## config.mk

```make
export PLATFORM = sky130hd
export DESIGN_NAME = http_chunked_end_detector_unit_flat
export DESIGN_NICKNAME = d
export VERILOG_FILES = /design/src/hdl/hced_pkg.sv /design/src/hdl/hced_if.sv /design/src/hdl/http_chunked_end_detector_unit.sv /design/src/hdl/hced_step.sv /design/src/flat_wrapper.sv
export VERILOG_INCLUDE_DIRS = /design/src /design/src/hdl
export SDC_FILE = /design/constraint.sdc
export NUM_CORES = 1
export LEC_CHECK = 0
export BUFFER_PORTS_ARGS = -buffer_cell sky130_fd_sc_hd__buf_2
export CELL_PAD_IN_SITES_DETAIL_PLACEMENT = 0
export CELL_PAD_IN_SITES_GLOBAL_PLACEMENT = 1
export CORE_MARGIN = 2
export CORE_UTILIZATION = 40
export CTS_CLUSTER_SIZE = 24
export DETAILED_ROUTE_END_ITERATION = 6
export PLACE_DENSITY_LB_ADDON = 0.2
export SLEW_MARGIN = 20
export SYNTH_ARGS = -nofsm -noshare
export SYNTH_HDL_FRONTEND = slang
export SYNTH_SLANG_ARGS = --single-unit
```

## constraint.sdc

```tcl
create_clock -name clock -period 6.15 [get_ports clock]
set_clock_uncertainty 0.05 [all_clocks]
set_input_delay 0.9225 -clock clock [delete_from_list [all_inputs] [get_ports clock]]
set_output_delay 0.9225 -clock clock [all_outputs]
set_load 0.02 [all_outputs]
```

## src/hdl/http_chunked_end_detector_unit_defines.svh

```systemverilog
// Assertion macros used by the chunked end detector top level.
`ifndef HTTP_CHUNKED_END_DETECTOR_UNIT_DEFINES_SVH
`define HTTP_CHUNKED_END_DETECTOR_UNIT_DEFINES_SVH

// The consequent must hold in the same cycle as the antecedent.
`define HCED_ASSERT_NOW(label, clk, rst, cond, expr, msg) \
   label: assert property (@(posedge clk) disable iff (rst) (cond) |-> (expr)) \
      else $error(msg);

// The consequent must hold in the cycle after the antecedent.
`define HCED_ASSERT_NEXT(label, clk, rst, cond, expr, msg) \
   label: assert property (@(posedge clk) disable iff (rst) (cond) |=> (expr)) \
      else $error(msg);

`endif

```

## src/hdl/hced_pkg.sv

```systemverilog
// Types, constants and helper functions of the chunked end detector.
package hced_pkg;

   localparam int SIZE_BITS = 32;

   typedef logic [SIZE_BITS-1:0] size_type;

   localparam size_type SIZE_ONE = {{(SIZE_BITS-1){1'b0}}, 1'b1};

   localparam logic [7:0] CR = 8'h0D;
   localparam logic [7:0] LF = 8'h0A;
   localparam logic [2:0] KEYWORD_LEN = 3'd7;
   localparam logic [2:0] KEYWORD_FIRST = 3'd0;
   localparam logic [1:0] BLANK_LAST = 2'd3;
   localparam logic [1:0] TRAILER_LEN = 2'd2;

   typedef enum logic [5:0] {
      PH_HEADER  = 6'b000001,
      PH_SIZE    = 6'b000010,
      PH_EXT     = 6'b000100,
      PH_DATA    = 6'b001000,
      PH_TRAILER = 6'b010000,
      PH_BODY    = 6'b100000
   } phase_type;

   typedef struct packed {
      phase_type   phase;
      logic [1:0]  blank_line_match;
      logic [2:0]  keyword_match;
      logic        is_chunked;
      size_type    size_accum;
      size_type    data_remaining;
      logic [1:0]  trailer_count;
      logic        done_flag;
   } state_type;

   typedef struct packed {
      logic finished;
      logic header_done;
      logic chunked_mode;
      logic payload_valid;
   } result_type;

   typedef struct packed {
      logic       valid;
      logic [3:0] value;
   } hex_type;

   function automatic logic [7:0] keyword_char(input logic [2:0] idx);
      logic [7:0] ch;
      case (idx)
         3'd0: ch = 8'h63;
         3'd1: ch = 8'h68;
         3'd2: ch = 8'h75;
         3'd3: ch = 8'h6E;
         3'd4: ch = 8'h6B;
         3'd5: ch = 8'h65;
         3'd6: ch = 8'h64;
         default: ch = 8'h00;
      endcase
      return ch;
   endfunction

   function automatic logic [7:0] blank_char(input logic [1:0] idx);
      return idx[0] ? LF : CR;
   endfunction

   function automatic hex_type hex_digit(input logic [7:0] b);
      hex_type h;
      h.valid = 1'b1;
      h.value = 4'd0;
      if (b inside {[8'h30:8'h39]}) begin
         h.value = 4'(b - 8'h30);
      end else if (b inside {[8'h61:8'h66]}) begin
         h.value = 4'(b - 8'h57);
      end else if (b inside {[8'h41:8'h46]}) begin
         h.value = 4'(b - 8'h37);
      end else begin
         h.valid = 1'b0;
      end
      return h;
   endfunction

endpackage

```

## src/hdl/hced_if.sv

```systemverilog
// Request and response channel interfaces of the chunked end detector.
interface hced_req_if;
   logic       valid;
   logic       ready;
   logic [7:0] rx_byte;
   logic       conn_closed;

   modport source (output valid, output rx_byte, output conn_closed, input ready);
   modport sink (input valid, input rx_byte, input conn_closed, output ready);
endinterface

interface hced_rsp_if;
   logic valid;
   logic ready;
   logic finished;
   logic header_done;
   logic chunked_mode;
   logic payload_valid;

   modport source (output valid, output finished, output header_done,
                   output chunked_mode, output payload_valid, input ready);
   modport sink (input valid, input finished, input header_done,
                 input chunked_mode, input payload_valid, output ready);
endinterface

```

## src/hdl/http_chunked_end_detector_unit.sv

```systemverilog
// Top level of the HTTP chunked response end detector.
// A request's response becomes valid once it has passed the input register and then the output register.
// Throughput: one request per cycle; the input and output registers each stall
// only when the stage after them is full.
// Reset is synchronous and clears the parser state and both stage valid flags.
`include "http_chunked_end_detector_unit_defines.svh"

module http_chunked_end_detector_unit (
   input logic       clock,
   input logic       reset,
   hced_req_if.sink  req_bus,
   hced_rsp_if.source rsp_bus
);

   hced_pkg::state_type  state_ff, state_in;
   hced_pkg::result_type res_in, res_ff;
   logic                 in_valid_ff, in_valid_in;
   logic [7:0]           in_byte_ff;
   logic                 in_closed_ff;
   logic                 out_valid_ff, out_valid_in;
   logic                 advance;
   logic                 req_ready;

   hced_step u_step (
      .cur         (state_ff),
      .rx_byte     (in_byte_ff),
      .conn_closed (in_closed_ff),
      .nxt         (state_in),
      .res         (res_in)
   );

   assign advance   = in_valid_ff && (!out_valid_ff || rsp_bus.ready);
   assign req_ready = !in_valid_ff || advance;

   assign req_bus.ready = req_ready;

   always_comb begin
      in_valid_in = in_valid_ff;
      if (req_ready) begin
         in_valid_in = req_bus.valid;
      end
      out_valid_in = out_valid_ff;
      if (advance) begin
         out_valid_in = 1'b1;
      end else if (rsp_bus.ready) begin
         out_valid_in = 1'b0;
      end
   end

   always_ff @(posedge clock) begin
      if (reset) begin
         in_valid_ff                <= 1'b0;
         out_valid_ff               <= 1'b0;
         state_ff.phase             <= hced_pkg::PH_HEADER;
         state_ff.blank_line_match  <= 2'd0;
         state_ff.keyword_match     <= 3'd0;
         state_ff.is_chunked        <= 1'b0;
         state_ff.size_accum        <= '0;
         state_ff.data_remaining    <= '0;
         state_ff.trailer_count     <= 2'd0;
         state_ff.done_flag         <= 1'b0;
      end else begin
         in_valid_ff  <= in_valid_in;
         out_valid_ff <= out_valid_in;
         if (advance) begin
            state_ff <= state_in;
         end
      end
   end

   always_ff @(posedge clock) begin
      if (req_ready && req_bus.valid) begin
         in_byte_ff   <= req_bus.rx_byte;
         in_closed_ff <= req_bus.conn_closed;
      end
      if (advance) begin
         res_ff <= res_in;
      end
   end

   assign rsp_bus.valid         = out_valid_ff;
   assign rsp_bus.finished      = res_ff.finished;
   assign rsp_bus.header_done   = res_ff.header_done;
   assign rsp_bus.chunked_mode  = res_ff.chunked_mode;
   assign rsp_bus.payload_valid = res_ff.payload_valid;

   `HCED_ASSERT_NEXT(a_done_sticky, clock, reset, state_ff.done_flag,
      state_ff.done_flag, "completion flag dropped")
   `HCED_ASSERT_NOW(a_data_nonzero, clock, reset, state_ff.phase == hced_pkg::PH_DATA,
      state_ff.data_remaining != '0, "data phase with no bytes left")
   `HCED_ASSERT_NOW(a_payload_chunked, clock, reset, rsp_bus.valid && rsp_bus.payload_valid,
      rsp_bus.chunked_mode && !rsp_bus.finished, "payload outside an open chunked body")

endmodule

```

## src/hdl/hced_step.sv

```systemverilog
// Per-byte parser update: next state and result for one received byte.
module hced_step (
   input  hced_pkg::state_type  cur,
   input  logic [7:0]           rx_byte,
   input  logic                 conn_closed,
   output hced_pkg::state_type  nxt,
   output hced_pkg::result_type res
);

   logic [2:0]        kw;
   logic              chunk;
   logic              payload;
   hced_pkg::hex_type hex;
   hced_pkg::size_type rem;
   logic [1:0]        tc;

   always_comb begin
      nxt     = cur;
      kw      = cur.keyword_match;
      chunk   = cur.is_chunked;
      payload = 1'b0;
      hex     = hced_pkg::hex_digit(rx_byte);
      rem     = cur.data_remaining;
      tc      = cur.trailer_count;
      if (!cur.done_flag) begin
         if (conn_closed) begin
            nxt.done_flag = 1'b1;
         end else begin
            case (cur.phase)
               hced_pkg::PH_HEADER: begin
                  if (!cur.is_chunked) begin
                     if (rx_byte == hced_pkg::keyword_char(cur.keyword_match)) begin
                        kw = cur.keyword_match + 3'd1;
                     end else begin
                        kw = (rx_byte == hced_pkg::keyword_char(hced_pkg::KEYWORD_FIRST))
                           ? 3'd1 : 3'd0;
                     end
                     if (kw == hced_pkg::KEYWORD_LEN) begin
                        chunk = 1'b1;
                        kw    = 3'd0;
                     end
                     nxt.keyword_match = kw;
                     nxt.is_chunked    = chunk;
                  end
                  if (rx_byte == hced_pkg::blank_char(cur.blank_line_match)) begin
                     if (cur.blank_line_match == hced_pkg::BLANK_LAST) begin
                        nxt.blank_line_match = 2'd0;
                        nxt.phase      = chunk ? hced_pkg::PH_SIZE : hced_pkg::PH_BODY;
                        nxt.size_accum = '0;
                     end else begin
                        nxt.blank_line_match = cur.blank_line_match + 2'd1;
                     end
                  end else begin
                     nxt.blank_line_match = (rx_byte == hced_pkg::CR) ? 2'd1 : 2'd0;
                  end
               end
               hced_pkg::PH_SIZE: begin
                  if (hex.valid) begin
                     if (|cur.size_accum[hced_pkg::SIZE_BITS-1 -: 4]) begin
                        nxt.size_accum = '1;
                     end else begin
                        nxt.size_accum = {cur.size_accum[hced_pkg::SIZE_BITS-5:0], hex.value};
                     end
                  end else if (cur.size_accum == '0) begin
                     nxt.done_flag = 1'b1;
                  end else begin
                     nxt.data_remaining = cur.size_accum;
                     nxt.phase = (rx_byte == hced_pkg::LF) ? hced_pkg::PH_DATA
                                                           : hced_pkg::PH_EXT;
                  end
               end
               hced_pkg::PH_EXT: begin
                  if (rx_byte == hced_pkg::LF) begin
                     nxt.phase = hced_pkg::PH_DATA;
                  end
               end
               hced_pkg::PH_DATA: begin
                  payload = 1'b1;
                  if (cur.data_remaining != '0) begin
                     rem = cur.data_remaining - hced_pkg::SIZE_ONE;
                  end
                  nxt.data_remaining = rem;
                  if (rem == '0) begin
                     nxt.phase         = hced_pkg::PH_TRAILER;
                     nxt.trailer_count = 2'd0;
                  end
               end
               hced_pkg::PH_TRAILER: begin
                  tc = cur.trailer_count + 2'd1;
                  if (tc >= hced_pkg::TRAILER_LEN) begin
                     tc             = 2'd0;
                     nxt.size_accum = '0;
                     nxt.phase      = hced_pkg::PH_SIZE;
                  end
                  nxt.trailer_count = tc;
               end
               default: begin
               end
            endcase
         end
      end
      res.finished      = nxt.done_flag;
      res.header_done   = (nxt.phase != hced_pkg::PH_HEADER);
      res.chunked_mode  = nxt.is_chunked;
      res.payload_valid = payload;
   end

endmodule
```

## src/flat_wrapper.sv

```systemverilog
// flat-port wrapper written by rule: the top's interface ports become plain ports
module http_chunked_end_detector_unit_flat 
  (clock, reset, req_bus_valid, req_bus_rx_byte, req_bus_conn_closed, req_bus_ready, rsp_bus_valid, rsp_bus_finished, rsp_bus_header_done, rsp_bus_chunked_mode, rsp_bus_payload_valid, rsp_bus_ready);
  hced_req_if req_bus_i ();
  hced_rsp_if rsp_bus_i ();
  input logic clock;
  input logic reset;
  input wire logic [$bits(req_bus_i.valid)-1:0] req_bus_valid;
  input wire logic [$bits(req_bus_i.rx_byte)-1:0] req_bus_rx_byte;
  input wire logic [$bits(req_bus_i.conn_closed)-1:0] req_bus_conn_closed;
  output wire logic [$bits(req_bus_i.ready)-1:0] req_bus_ready;
  output wire logic [$bits(rsp_bus_i.valid)-1:0] rsp_bus_valid;
  output wire logic [$bits(rsp_bus_i.finished)-1:0] rsp_bus_finished;
  output wire logic [$bits(rsp_bus_i.header_done)-1:0] rsp_bus_header_done;
  output wire logic [$bits(rsp_bus_i.chunked_mode)-1:0] rsp_bus_chunked_mode;
  output wire logic [$bits(rsp_bus_i.payload_valid)-1:0] rsp_bus_payload_valid;
  input wire logic [$bits(rsp_bus_i.ready)-1:0] rsp_bus_ready;
  assign req_bus_i.valid = req_bus_valid;
  assign req_bus_i.rx_byte = req_bus_rx_byte;
  assign req_bus_i.conn_closed = req_bus_conn_closed;
  assign req_bus_ready = req_bus_i.ready;
  assign rsp_bus_valid = rsp_bus_i.valid;
  assign rsp_bus_finished = rsp_bus_i.finished;
  assign rsp_bus_header_done = rsp_bus_i.header_done;
  assign rsp_bus_chunked_mode = rsp_bus_i.chunked_mode;
  assign rsp_bus_payload_valid = rsp_bus_i.payload_valid;
  assign rsp_bus_i.ready = rsp_bus_ready;
  http_chunked_end_detector_unit u_core (.clock(clock), .reset(reset), .req_bus(req_bus_i), .rsp_bus(rsp_bus_i));
endmodule
```

-- Word-level counts from Yosys, hierarchy flattened
Cells that the tools add are included.
- $add $sub $neg: 7
- multipliers: 0
- div/mod/pow operators: 0
- magnitude comparators: 7
- eq/ne operators: 26
- shift-type cells: 0
- muxes and demuxes: 64
- bitwise logic cells: 3
- reduce and logical (&&, ||, !) cells: 24
- operators by type and width (operator ; count):
    32-bit two-way mux ; 11
    32-bit one-hot mux with 3 select lines ; 1
    79-bit two-way mux ; 1
    78-bit two-way mux ; 1
    32-bit logical NOT ; 2
    32-bit one-hot mux with 2 select lines ; 1
    6-bit two-way mux ; 9
    7-bit one-hot mux with 7 select lines ; 1
    8-bit two-way mux ; 4
    32-bit nonzero test ; 1
    32-bit by 1-bit subtractor with 32-bit output (second input constant) ; 1
    6-bit one-hot mux with 5 select lines ; 1
    3-bit two-way mux ; 7
    4-bit two-way mux ; 5
    1-bit two-way mux ; 17
    8-bit by 4-bit == test with 1-bit output (second input constant) ; 2
    8-bit by 7-bit greater-or-equal comparator with 1-bit output (second input constant) ; 2
    8-bit by 7-bit less-or-equal comparator with 1-bit output (second input constant) ; 2
    2-bit != test (second input constant) ; 7
    3-bit == test (second input constant) ; 4
    5-bit AND reduction ; 2
    8-bit by 4-bit == test with 1-bit output ; 1
    8-bit by 7-bit == test with 1-bit output (second input constant) ; 1
    8-bit == test ; 1
    30 further kinds ; 46
- register bits after elaboration: 94
- bits in latches: 0
- bits in writable memories: 0
- ROM bits: 0
- input bits: 13
- word-level logic and storage cells: 147
- memories kept: 0

-- Longest topological paths before layout
Gate-level depths: netlist (run 1).
- word-level depth: 25
- depth in mapped cells: 12

-- Modules after synthesis
From an unflattened synthesis (run 1), not the netlist that was laid out.
- cells, all modules: 912
- area total of the unflattened synthesis: 7205.7 sq um
- modules (own cells, without submodules) (module ; times used ; cells each ; area each (sq um)):
    http_chunked_end_detector_unit ; 1 ; 365 ; 4087.7
    hced_step ; 1 ; 547 ; 3118.0

-- Least setup slack after synthesis (run 1)
OpenSTA, ideal clock, no wires.
- kind: reg2reg
- from: register u_core.state_ff[8] (netlist bit)
- to: register u_core.state_ff[77] (netlist bit)
- data arrival time: 2.923 ns
- required time: 6.039 ns
- setup slack: 3.117 ns
- stages on the path, launching flop included: 9
- buffers on the path: 0
- clock period less this slack: 3.033 ns
- cell sequence: dfxtp_1 -> or4_4 -> or4_4 -> or4_4 -> a2111oi_4 -> xnor2_1 -> nand4_2 -> nor4_2 -> o221a_1
- cells in the longest elaborated chain, start to end: 10
- elaborated cells between the ends (all ways): 11
- classes of those cells: add/sub: 1; mux: 8; reduce/logical: 2
- ends and longest elaborated chain (element ; RTL line ; source):
    start, declared ; http_chunked_end_detector_unit.sv:15 ; hced_pkg::state_type state_ff, state_in;
    start signal, assigned ; http_chunked_end_detector_unit.sv:66 ; state_ff <= state_in;
    32-bit by 1-bit subtractor with 32-bit output / 32-bit nonzero test (equally long branches) ; hced_step.sv:80, hced_step.sv:79 ;
    32-bit two-way mux * ; hced_step.sv:79 ; if (cur.data_remaining != '0) begin
    32-bit two-way mux * ; hced_step.sv:29 ; case (cur.phase)
    32-bit two-way mux * ; hced_step.sv:26 ; if (conn_closed) begin
    32-bit two-way mux * ; hced_step.sv:25 ; if (!cur.done_flag) begin
    32-bit logical NOT * ; hced_step.sv:83 ; if (rem == '0) begin
    6-bit two-way mux * ; hced_step.sv:83 ;
    6-bit one-hot mux with 5 select lines * ; hced_step.sv:29 ;
    78-bit two-way mux * ; hced_step.sv:26 ;
    79-bit two-way mux * ; hced_step.sv:25 ;
Every way passes the cells marked *; elsewhere a longest branch is shown, timed or not. The select of a mux whose other input is x is not followed.
A chain may end at the register's enable or synchronous reset.

-- Final worst setup path (run 1)
- from: register u_core.state_ff[3] (netlist bit)
- to: register u_core.state_ff[77] (netlist bit)
The elaborated chain is that of the path after synthesis.

==> out/qor.yml, run 1 <==
critical_path:
  crit_path_end_kind: "flip-flop"
  critPathSlowestCell: "o31ai_2"
  crit_type: "flip-flop to flip-flop"
  worstSetupStartpointType: "flip-flop"
  regToRegEndpoint: "u_core.state_ff[77]"
  crit_chain: "inv_1, ha_1, nor3b_1, nand4b_1, o31ai_2, nor2_1, xnor2_1, nand4_1, nor4_2, o221a_1"
  r2r-start: "u_core.state_ff[3]"
  path_max_fanout: 9
  cp.required_ns: 6.40
  arrival_ns: 4.18
  r2r_setup_slack_ns: 2.22
  ff2ff_path_depth: 10
  critPathMaxStageDelay_ns: 0.75
place:
  dpl_cell_area_sq_mm: 0.005786
  dpl.hpwl_mm: 11.48
  dp_cells: 879
  port_buffers: 18
  globalplace.congestion: 0.9010
die:
  coreArea_sq_mm: 0.01377
  die_x_um: 122.5
  die_h_um: 122.5
  ios: 19
  row_count: 43
  die_area_sq_mm: 0.01501
  start_util_pct: 40.79
sta:
  fmax_mhz: 254.3
  tns_ns: 0
  timing.hold.ws_ns: 0.4334
  worst_pin_slew_ns: 1.041
  rsz0062_at_grt: "no"
  hold_violations: 0
  slew_violations: 0
  relSlewSlack_pct: 30.61
  setup_violations: 0
  min_period_ns: 3.932
  timing.final.crit_share_pct: 63.94
drt:
  drc: 0
  wl_per_cell_um: 18.34
  num_vias: 5483
  routed_wl_mm: 16.42
  avgViaCountPerCell: 6.126
  ant_nets: 0
  first_pass_iters: 7
  drtIter0Drc: 424
grt:
  grt_pass1_vias: 5069
  grt_use_total_pct: 22.81
  busiest_layer: "met1"
  use_met2_pct: 33.51
  grt_max_degree: 45
  grt_util_met3_pct: 3.299
  overflow: 0
  antenna_found_initial: 0
  grt_util_met1_pct: 33.60
  grt_pass1_wl_mm: 26.74
synth:
  synthFlopType: "dfxtp_1"
  ys_seq_elements: 94
  yosysWarnings: 0
  seq_area_frac_synth_pct: 35.81
  async_flop_share_pct: 0
  synthCells: 727
  syn-num-nets: 752
  synth_cell_types: 70
  avgSynthCellArea_sq_um: 7.727
  syn-cell-area_sq_mm: 0.005618
  synth_edf_count: 13
cts:
  path_clk_slew_ns: 0.07
  clk_latency_ns: 0.35
  clock_path_buffers: 2
  post_cts_resized: 0
  cts.sinks: 94
  cts_made_buffers: 9
  htreeDepth: 3
  cts_tree: "done"
  ctsHoldBuffers: 0
  post_cts_buffers: 0
  cts-root-buf: "clkbuf_16"
final_layout:
  nNetsFinal: 735
  layout_commonest_cell: "dfxtp_1"
  design_area_sq_mm: 0.006097
  fillCellCount: 1418
  diodes: 0
  area_delta_synth_final_pct: 8.530
  layout-drive-gt1-share_pct: 7.972
  layoutNonFillerInstCount: 895
  most-common-layout-cells: "dfxtp_1, nand2_1, a21oi_1"
worst_hold_path:
  hp-class: "flip-flop to flip-flop"
  hold_depth: 2
  hold_start: "u_core.state_ff[43]"
  holdPathEnd: "u_core.state_ff[43]"
job:
  drv_cap: 0
power:
  cellLeakagePower_nw: 2.139
  peakVddDrop_uv: 135.4
  power.density_mw_per_mm2: 209.6
outcome:
  status: "complete, no violations"
## cell type report
cell class | count | area, sq um | share of cell area (%)
tap | 180 | 225.2 | 3.694
sequential | 94 | 2012 | 33.00
multi-input combinational | 563 | 3344 | 54.85
inverter | 17 | 63.81 | 1.047
clock buffer | 10 | 239.0 | 3.920
clock inverter | 6 | 70.07 | 1.149
timing repair buffer | 25 | 142.6 | 2.339
## layer usage
metal	part of all wire (%)	vias to the layer above
met1	48	2623
li1	-	2685
met2	44	153
met5	0	-
met4	1.9	0
met3	6.4	22
## registers in the layout, summed over array words and instances (netlist names)
register	cells
u_core.rsp_bus.payload_valid	1
u_core.in_valid_ff	1
u_core.in_closed_ff	1
u_core.rsp_bus.chunked_mode	1
u_core.rsp_bus.header_done	1
u_core.in_byte_ff	8
u_core.rsp_bus.finished	1
u_core.state_ff	79
u_core.rsp_bus.valid	1
## worst max-delay path: cells and delay by family (launching register included)
| family | cells | cell delay (ns) |
|---|---|---|
| compound gates | 2 | 0.98 |
| flops | 1 | 0.39 |
| simple gates | 5 | 1.93 |
| xor+xnor | 1 | 0.19 |
| fa+ha+maj | 1 | 0.26 |
| buf+inv | 1 | 0.09 |
## worst max-delay path by stage
stage | start | to | slack, ns | cells after the start
2_1_floorplan | u_core.state_ff[8] | u_core.state_ff[77] | 3.12 | 8
3_3_place_gp | rsp_bus_ready | u_core.state_ff[38] | 2.23 | 9
3_5_place_dp | rsp_bus_ready | u_core.state_ff[38] | 2.10 | 9
4_1_cts | u_core.state_ff[3] | u_core.state_ff[77] | 2.36 | 10
5_1_grt | u_core.state_ff[3] | u_core.state_ff[77] | 1.88 | 10
6_report | u_core.state_ff[3] | u_core.state_ff[77] | 2.22 | 10
## stage by stage
step | utilization, % | power, mW | setup slack (ns)
2_1_floorplan | - | 0.6916 | 3.117
5_1_grt | 44.27 | 1.321 | 1.884
3_3_place_gp | 42.01 | 0.7089 | 2.235
4_1_cts | 44.25 | 1.292 | 2.361
3_5_place_dp | 42.01 | 0.7095 | 2.097
6_report | 44.27 | 1.278 | 2.218
## cells by family after synthesis
| group | after synthesis | share of synthesized area (%) |
|---|---|---|
| AOI/OAI and AO/OA | 228 | 26.50 |
| xor gates and xnor gates | 10 | 1.559 |
| adders and majority gates | 12 | 2.673 |
| buffers and inverters | 70 | 4.766 |
| DFF | 94 | 35.81 |
| muxes | 4 | 0.7350 |
| and+or+nand+nor | 309 | 27.95 |
## Yosys cell counts (all sizes together) (8+ instances only)
cell type | instances | area, sq um
dfxtp | 81 | 1622
nand2 | 80 | 300.3
a21oi | 79 | 395.4
nor2 | 73 | 274.0
clkbuf | 49 | 186.4
o21ai | 43 | 215.2
o211ai | 30 | 225.2
nor3 | 29 | 145.1
nor4 | 25 | 162.6
nand3 | 23 | 115.1
inv | 17 | 63.81
or4 | 14 | 116.4
edfxtp | 13 | 390.4
a211oi | 12 | 90.09
ha | 12 | 150.1
nand4 | 10 | 68.81
or3 | 10 | 62.56
nor2b | 8 | 50.05
## power breakdown
group          switching, mW  internal [mW]  total (mW)
Combinational         0.0364         0.0194      0.0559
Clock                  0.253          0.329       0.582
Sequential           0.00932          0.631       0.640
Total                  0.298          0.979        1.28
No activity file was read; power rests on OpenSTA's default activity.
==> inputs of run 2 (changes only) <==
==> constraint.sdc (replaced) <==
create_clock -name clock -period 4 [get_ports clock]
set_clock_uncertainty 0.05 [all_clocks]
set_input_delay 0.6 -clock clock [delete_from_list [all_inputs] [get_ports clock]]
set_output_delay 0.6 -clock clock [all_outputs]
set_load 0.02 [all_outputs]
==> out/qor.yml, run 2 (synthesized netlist as in run 1, its figures left out) <==
final_layout:
  diodes: 0  # unchanged
  most-common-layout-cells: "dfxtp_1, nand2_1, a21oi_1"  # unchanged
  post-route-util_pct: 45.12  # was 44.27%
  layout-drive-gt1-share_pct: 9.478  # was 7.972%
  area_delta_synth_final_pct: 10.62  # was 8.530%
  largest_reg_flops: 79  # unchanged
  layout_commonest_cell: "dfxtp_1"  # unchanged
  reg_top3: "u_core.state_ff (79), u_core.in_byte_ff (8)"  # unchanged
  nNetsFinal: 748  # was 735
  design_area_sq_mm: 0.006215  # was 0.006097 sq mm
  top_register: "u_core.state_ff"  # unchanged
place:
  dpl.hpwl_mm: 11.65  # was 11.48 mm
  dpl_cell_area_sq_mm: 0.005883  # was 0.005786 sq mm
  globalplace.congestion: 0.9402  # was 0.9010
  port_buffers: 18  # unchanged
sta:
  relSlewSlack_pct: 28.26  # was 30.61%
  setup_violations: 0  # unchanged
  slew_violations: 0  # unchanged
  hold_violations: 0  # unchanged
  fmax_mhz: 293.8  # was 254.3 MHz
  worst_pin_slew_ns: 1.059  # was 1.041 ns
  min_period_ns: 3.404  # was 3.932 ns
  tns_ns: 0  # unchanged
  rsz0062_at_grt: "no"  # unchanged
  timing.final.crit_share_pct: 85.10  # was 63.94%
critical_path:
  crit_type: "flip-flop to flip-flop"  # unchanged
  r2r-start: "u_core.state_ff[3]"  # unchanged
  crit_buf_inv: 2  # was 1
  path_max_fanout: 9  # unchanged
  crit_path_end_kind: "flip-flop"  # unchanged
  cp_top_family: "simple AND/OR/NAND/NOR gates"  # unchanged
  arrival_ns: 3.65  # was 4.18 ns
  critPathMaxStageDelay_ns: 0.64  # was 0.75 ns
  cp.required_ns: 4.25  # was 6.40 ns
  crit_chain: "inv_1, ha_1, nor3b_1, buf_4, nand4b_1, nor3_1, or4b_2, xor2_1, nand4_1, nor4_2, o221a_1"  # was inv_1, ha_1, nor3b_1, nand4b_1, o31ai_2, nor2_1, xnor2_1, nand4_1, nor4_2, o221a_1
  critPathLaunch: "u_core.state_ff[3]"  # unchanged
  worstSetupStartpointType: "flip-flop"  # unchanged
  critPathSlowestCell: "or4b_2"  # was o31ai_2
die:
  die_x_um: 122.5  # unchanged
  start_util_pct: 40.79  # unchanged
  die_h_um: 122.5  # unchanged
  coreArea_sq_mm: 0.01377  # unchanged
  die_area_sq_mm: 0.01501  # unchanged
  ios: 19  # unchanged
  row_count: 43  # unchanged
cts:
  clk_latency_ns: 0.36  # was 0.35 ns
  post_cts_resized: 0  # unchanged
  cts-root-buf: "clkbuf_16"  # unchanged
  path_clk_slew_ns: 0.07  # about the same
  htreeDepth: 3  # unchanged
  ctsHoldBuffers: 0  # unchanged
  clock_path_buffers: 2  # unchanged
  cts.sinks: 94  # unchanged
  cts_tree: "done"  # unchanged
  post_cts_buffers: 0  # unchanged
  cts_made_buffers: 9  # unchanged
grt:
  grt_use_total_pct: 23.27  # was 22.81%
  grt_max_degree: 52  # was 45
  grt_pass1_wl_mm: 27.50  # was 26.74 mm
  antenna_found_initial: 0  # unchanged
  grt_pass1_vias: 5157  # was 5,069
  overflow: 0  # unchanged
drt:
  drc: 0  # unchanged
  avgViaCountPerCell: 6.109  # was 6.126
  routed_wl_mm: 16.59  # was 16.42 mm
  drtIter0Drc: 612  # was 424
  first_pass_iters: 7  # unchanged
  num_vias: 5547  # was 5,483
  ant_nets: 0  # unchanged
  wl_per_cell_um: 18.27  # was 18.34 um
worst_hold_path:
  hold_start: "req_bus_conn_closed"  # was u_core.state_ff[43]
  hp-class: "input port to flip-flop"  # was flip-flop to flip-flop
outcome:
  status: "complete, no violations"  # unchanged
power:
  peakVddDrop_uv: 236.9  # was 135.4 uV
  cellLeakagePower_nw: 2.210  # was 2.139 nW
  power.density_mw_per_mm2: 325.4  # was 209.6 mW/mm^2
job:
  drv_cap: 0  # unchanged
## run 2: changes by cell type in the layout (fill, tap and decap cells not counted), sizes merged
cell | before | now
buf | 25 | 38
clkbuf | 10 | 11
clkinv | 4 | 1
inv | 18 | 20
## run 2: layer usage
layer  global-route usage [%]  share of wire [%]  routed length, um  vias to the layer above
li1                         -                  -                  -                     2701
met1                    34.90                 50               8364                     2677
met2                    34.24                 44               7270                      151
met3                    4.647                4.7                782                       18
met4                    5.172                1.0                172                        0
met5                        0                  0                  0                        -
## run 2: worst paths after layout
check / slack [ns] / cells past startpoint / end
hold / removal: 0.36 / 1 / u_core.in_closed_ff
setup reg to reg: 0.60 / 11 / u_core.state_ff[77]
hold reg to reg: 0.44 / 2 / u_core.state_ff[1]
setup / recovery: 0.60 / 11 / u_core.state_ff[77]
## run 2: final cells by class
class | instances | area (sq um)
Fill cell | 1422 | 7559
Multi-Input combinational cell | 563 | 3342
Tap cell | 180 | 225.2
Clock buffer | 11 | 264.0
Clock inverter | 5 | 67.56
Timing Repair Buffer | 38 | 240.2
Sequential cell | 94 | 2012
Inverter | 17 | 63.81
## run 2: power breakdown
part | switching [mW] | internal (mW)
Sequential | 0.0141 | 0.970
Combinational | 0.0563 | 0.0309
Clock | 0.402 | 0.550
## run 2: metrics by stage
stage               instances  setup WS [ns]  hold slack, ns  power, mW
global route              908         0.3682          0.3545      2.089
finish                    908         0.5960          0.3648      2.022
detailed placement        892         0.6673          0.4305      1.092
global placement          892         0.7063          0.4205      1.090
floorplan                 727         0.9669          0.3902      1.063
CTS                       908         0.6324          0.3591      2.038
## run 2: worst reg2reg max path: stages (launching register included)
cell      delay, ns
dfxtp_1        0.48
inv_1          0.08
ha_1           0.29
nor3b_1        0.17
buf_4          0.16
nand4b_1       0.26
nor3_1         0.11
or4b_2         0.64
xor2_1         0.25
nand4_1        0.17
nor4_2         0.45
o221a_1        0.24
==> inputs of run 3 (changes only) <==
--- a/config.mk
+++ b/config.mk
@@ -7,7 +7,7 @@
 export NUM_CORES = 1
 export LEC_CHECK = 0
 export BUFFER_PORTS_ARGS = -buffer_cell sky130_fd_sc_hd__buf_2
-export CELL_PAD_IN_SITES_DETAIL_PLACEMENT = 0
+export CELL_PAD_IN_SITES_DETAIL_PLACEMENT = 1
 export CELL_PAD_IN_SITES_GLOBAL_PLACEMENT = 1
 export CORE_MARGIN = 2
 export CORE_UTILIZATION = 40
==> out/qor.yml, run 3 (synthesized netlist as in run 1, its figures left out) <==
sta:
  tns_ns: 0  # unchanged
  rsz0062_at_grt: "no"  # unchanged
  slew_violations: 0  # unchanged
  timing.final.crit_share_pct: 86.57  # was 85.10%
  min_period_ns: 3.463  # was 3.404 ns
  worst_pin_slew_ns: 1.056  # was 1.059 ns
  hold_violations: 0  # unchanged
  fmax_mhz: 288.8  # was 293.8 MHz
  setup_violations: 0  # unchanged
  relSlewSlack_pct: 29.57  # was 28.26%
place:
  dpl.hpwl_mm: 12.98  # was 11.65 mm
  port_buffers: 18  # unchanged
  globalplace.congestion: 0.9402  # unchanged
final_layout:
  multi_input_area_sq_mm: 0.003349  # was 0.003342 sq mm
  nNetsFinal: 748  # unchanged
  post-route-util_pct: 44.97  # was 45.12%
  top_register: "u_core.state_ff"  # unchanged
  reg_top3: "u_core.state_ff (79), u_core.in_byte_ff (8)"  # unchanged
  largest_reg_flops: 79  # unchanged
  diodes: 0  # unchanged
  most-common-layout-cells: "dfxtp_1, nand2_1, a21oi_1"  # unchanged
  layout_commonest_cell: "dfxtp_1"  # unchanged
  area_delta_synth_final_pct: 10.24  # was 10.62%
  fillCellCount: 1737  # was 1,422
  layout-drive-gt1-share_pct: 9.615  # was 9.478%
  seqCellArea_sq_mm: 0.002012  # unchanged
grt:
  grt_max_degree: 52  # unchanged
  overflow: 0  # unchanged
  antenna_found_initial: 0  # unchanged
  grt_pass1_vias: 5599  # was 5,157
  grt_pass1_wl_mm: 29.81  # was 27.50 mm
  grt_use_total_pct: 25.41  # was 23.27%
critical_path:
  crit_type: "flip-flop to flip-flop"  # unchanged
  cp_top_family: "simple AND/OR/NAND/NOR gates"  # unchanged
  regToRegEndpoint: "u_core.state_ff[77]"  # unchanged
  path_max_fanout: 9  # unchanged
  crit_buf_inv: 2  # unchanged
  ff2ff_path_depth: 11  # unchanged
  critPathLaunch: "u_core.state_ff[3]"  # unchanged
  cp.required_ns: 4.25  # about the same
  r2r_setup_slack_ns: 0.54  # was 0.60 ns
  worstSetupStartpointType: "flip-flop"  # unchanged
  arrival_ns: 3.71  # was 3.65 ns
  crit_path_end_kind: "flip-flop"  # unchanged
  r2r-start: "u_core.state_ff[3]"  # unchanged
  crit_chain: "inv_1, ha_1, nor3b_1, buf_4, nand4b_1, nor3_1, or4b_2, xor2_1, nand4_1, nor4_2, o221a_1"  # unchanged
  critPathSlowestCell: "or4b_2"  # unchanged
  critPathMaxStageDelay_ns: 0.64  # about the same
cts:
  post_cts_buffers: 0  # unchanged
  cts_tree: "done"  # unchanged
  path_clk_slew_ns: 0.07  # about the same
  clock_path_buffers: 2  # unchanged
  cts-root-buf: "clkbuf_16"  # unchanged
  clk_latency_ns: 0.36  # about the same
  post_cts_resized: 0  # unchanged
  htreeDepth: 3  # unchanged
  ctsHoldBuffers: 0  # unchanged
  cts_made_buffers: 9  # unchanged
  cts.sinks: 94  # unchanged
drt:
  drc: 0  # unchanged
  wl_per_cell_um: 20.08  # was 18.27 um
  avgViaCountPerCell: 6.231  # was 6.109
  num_vias: 5658  # was 5,547
  drtIter0Drc: 360  # was 612
  wl_met2_mm: 8.277  # was 7.270 mm
  routed_wl_mm: 18.23  # was 16.59 mm
  met1_length_mm: 8.788  # was 8.364 mm
  wl_met3_um: 857  # was 782 um
  ant_nets: 0  # unchanged
  first_pass_iters: 5  # was 7
  top_layer_used: "met4"  # unchanged
die:
  start_util_pct: 40.79  # unchanged
  die_x_um: 122.5  # unchanged
  row_count: 43  # unchanged
  coreArea_sq_mm: 0.01377  # unchanged
  die_h_um: 122.5  # unchanged
  die_area_sq_mm: 0.01501  # unchanged
  ios: 19  # unchanged
worst_hold_path:
  holdPathEnd: "u_core.in_byte_ff[2]"  # was u_core.in_closed_ff
  hold_start: "req_bus_rx_byte[2]"  # was req_bus_conn_closed
  hold_depth: 1  # unchanged
  hp-class: "input port to flip-flop"  # unchanged
power:
  peakVddDrop_uv: 181.7  # was 236.9 uV
  power.density_mw_per_mm2: 316.3  # was 325.4 mW/mm^2
  cellLeakagePower_nw: 2.191  # was 2.210 nW
job:
  drv_cap: 0  # unchanged
outcome:
  status: "complete, no violations"  # unchanged
run 3: worst max-delay path by stage:
stage	endpoint	slack, ns	cells after the start
2_1_floorplan	u_core.state_ff[77]	0.97	8
3_3_place_gp	u_core.state_ff[16]	0.71	11
3_5_place_dp	u_core.state_ff[16]	0.62	11
4_1_cts	u_core.state_ff[77]	0.59	11
5_1_grt	u_core.state_ff[77]	0.24	11
6_report	u_core.state_ff[77]	0.54	11
run 3: worst reg2reg max path, stage by stage (launching register included):
cell	delay [ns]
dfxtp_1	0.49
inv_1	0.09
ha_1	0.30
nor3b_1	0.18
buf_4	0.17
nand4b_1	0.28
nor3_1	0.11
or4b_2	0.64
xor2_1	0.24
nand4_1	0.17
nor4_2	0.45
o221a_1	0.25
run 3: stage by stage:
stage	total power [mW]	setup WS (ns)	instance area (sq um)	hold slack [ns]	instances
floorplan	1.063	0.9669	5618	0.3902	727
global placement	1.090	0.7063	5883	0.4205	892
detailed placement	1.094	0.6161	5883	0.4286	892
CTS	1.974	0.5852	6186	0.3580	908
global route	2.016	0.2385	6193	0.3612	908
finish	1.959	0.5372	6193	0.3647	908
run 3: final cells by class:
type                    instances  area share (%)
inverters                      17           1.030
clock inverters                 5          0.6263
well taps                     180           3.636
flip-flops and latches         94           32.48
repair buffers                 38           3.879
multi-input cells             563           54.08
clock buffers                  11           4.263
run 3: metal layers:
metal | up-vias | global-route usage (%)
met5 | - | 0
met4 | 0 | 8.621
met3 | 24 | 3.020
met2 | 122 | 39.41
met1 | 2800 | 36.49
li1 | 2712 | -
run 3: power breakdown:
group	switching [mW]	internal (mW)	total [mW]
combinational	0.0592	0.0314	0.0906
sequential	0.0147	0.970	0.984
clock	0.403	0.481	0.884
total	0.477	1.48	1.96
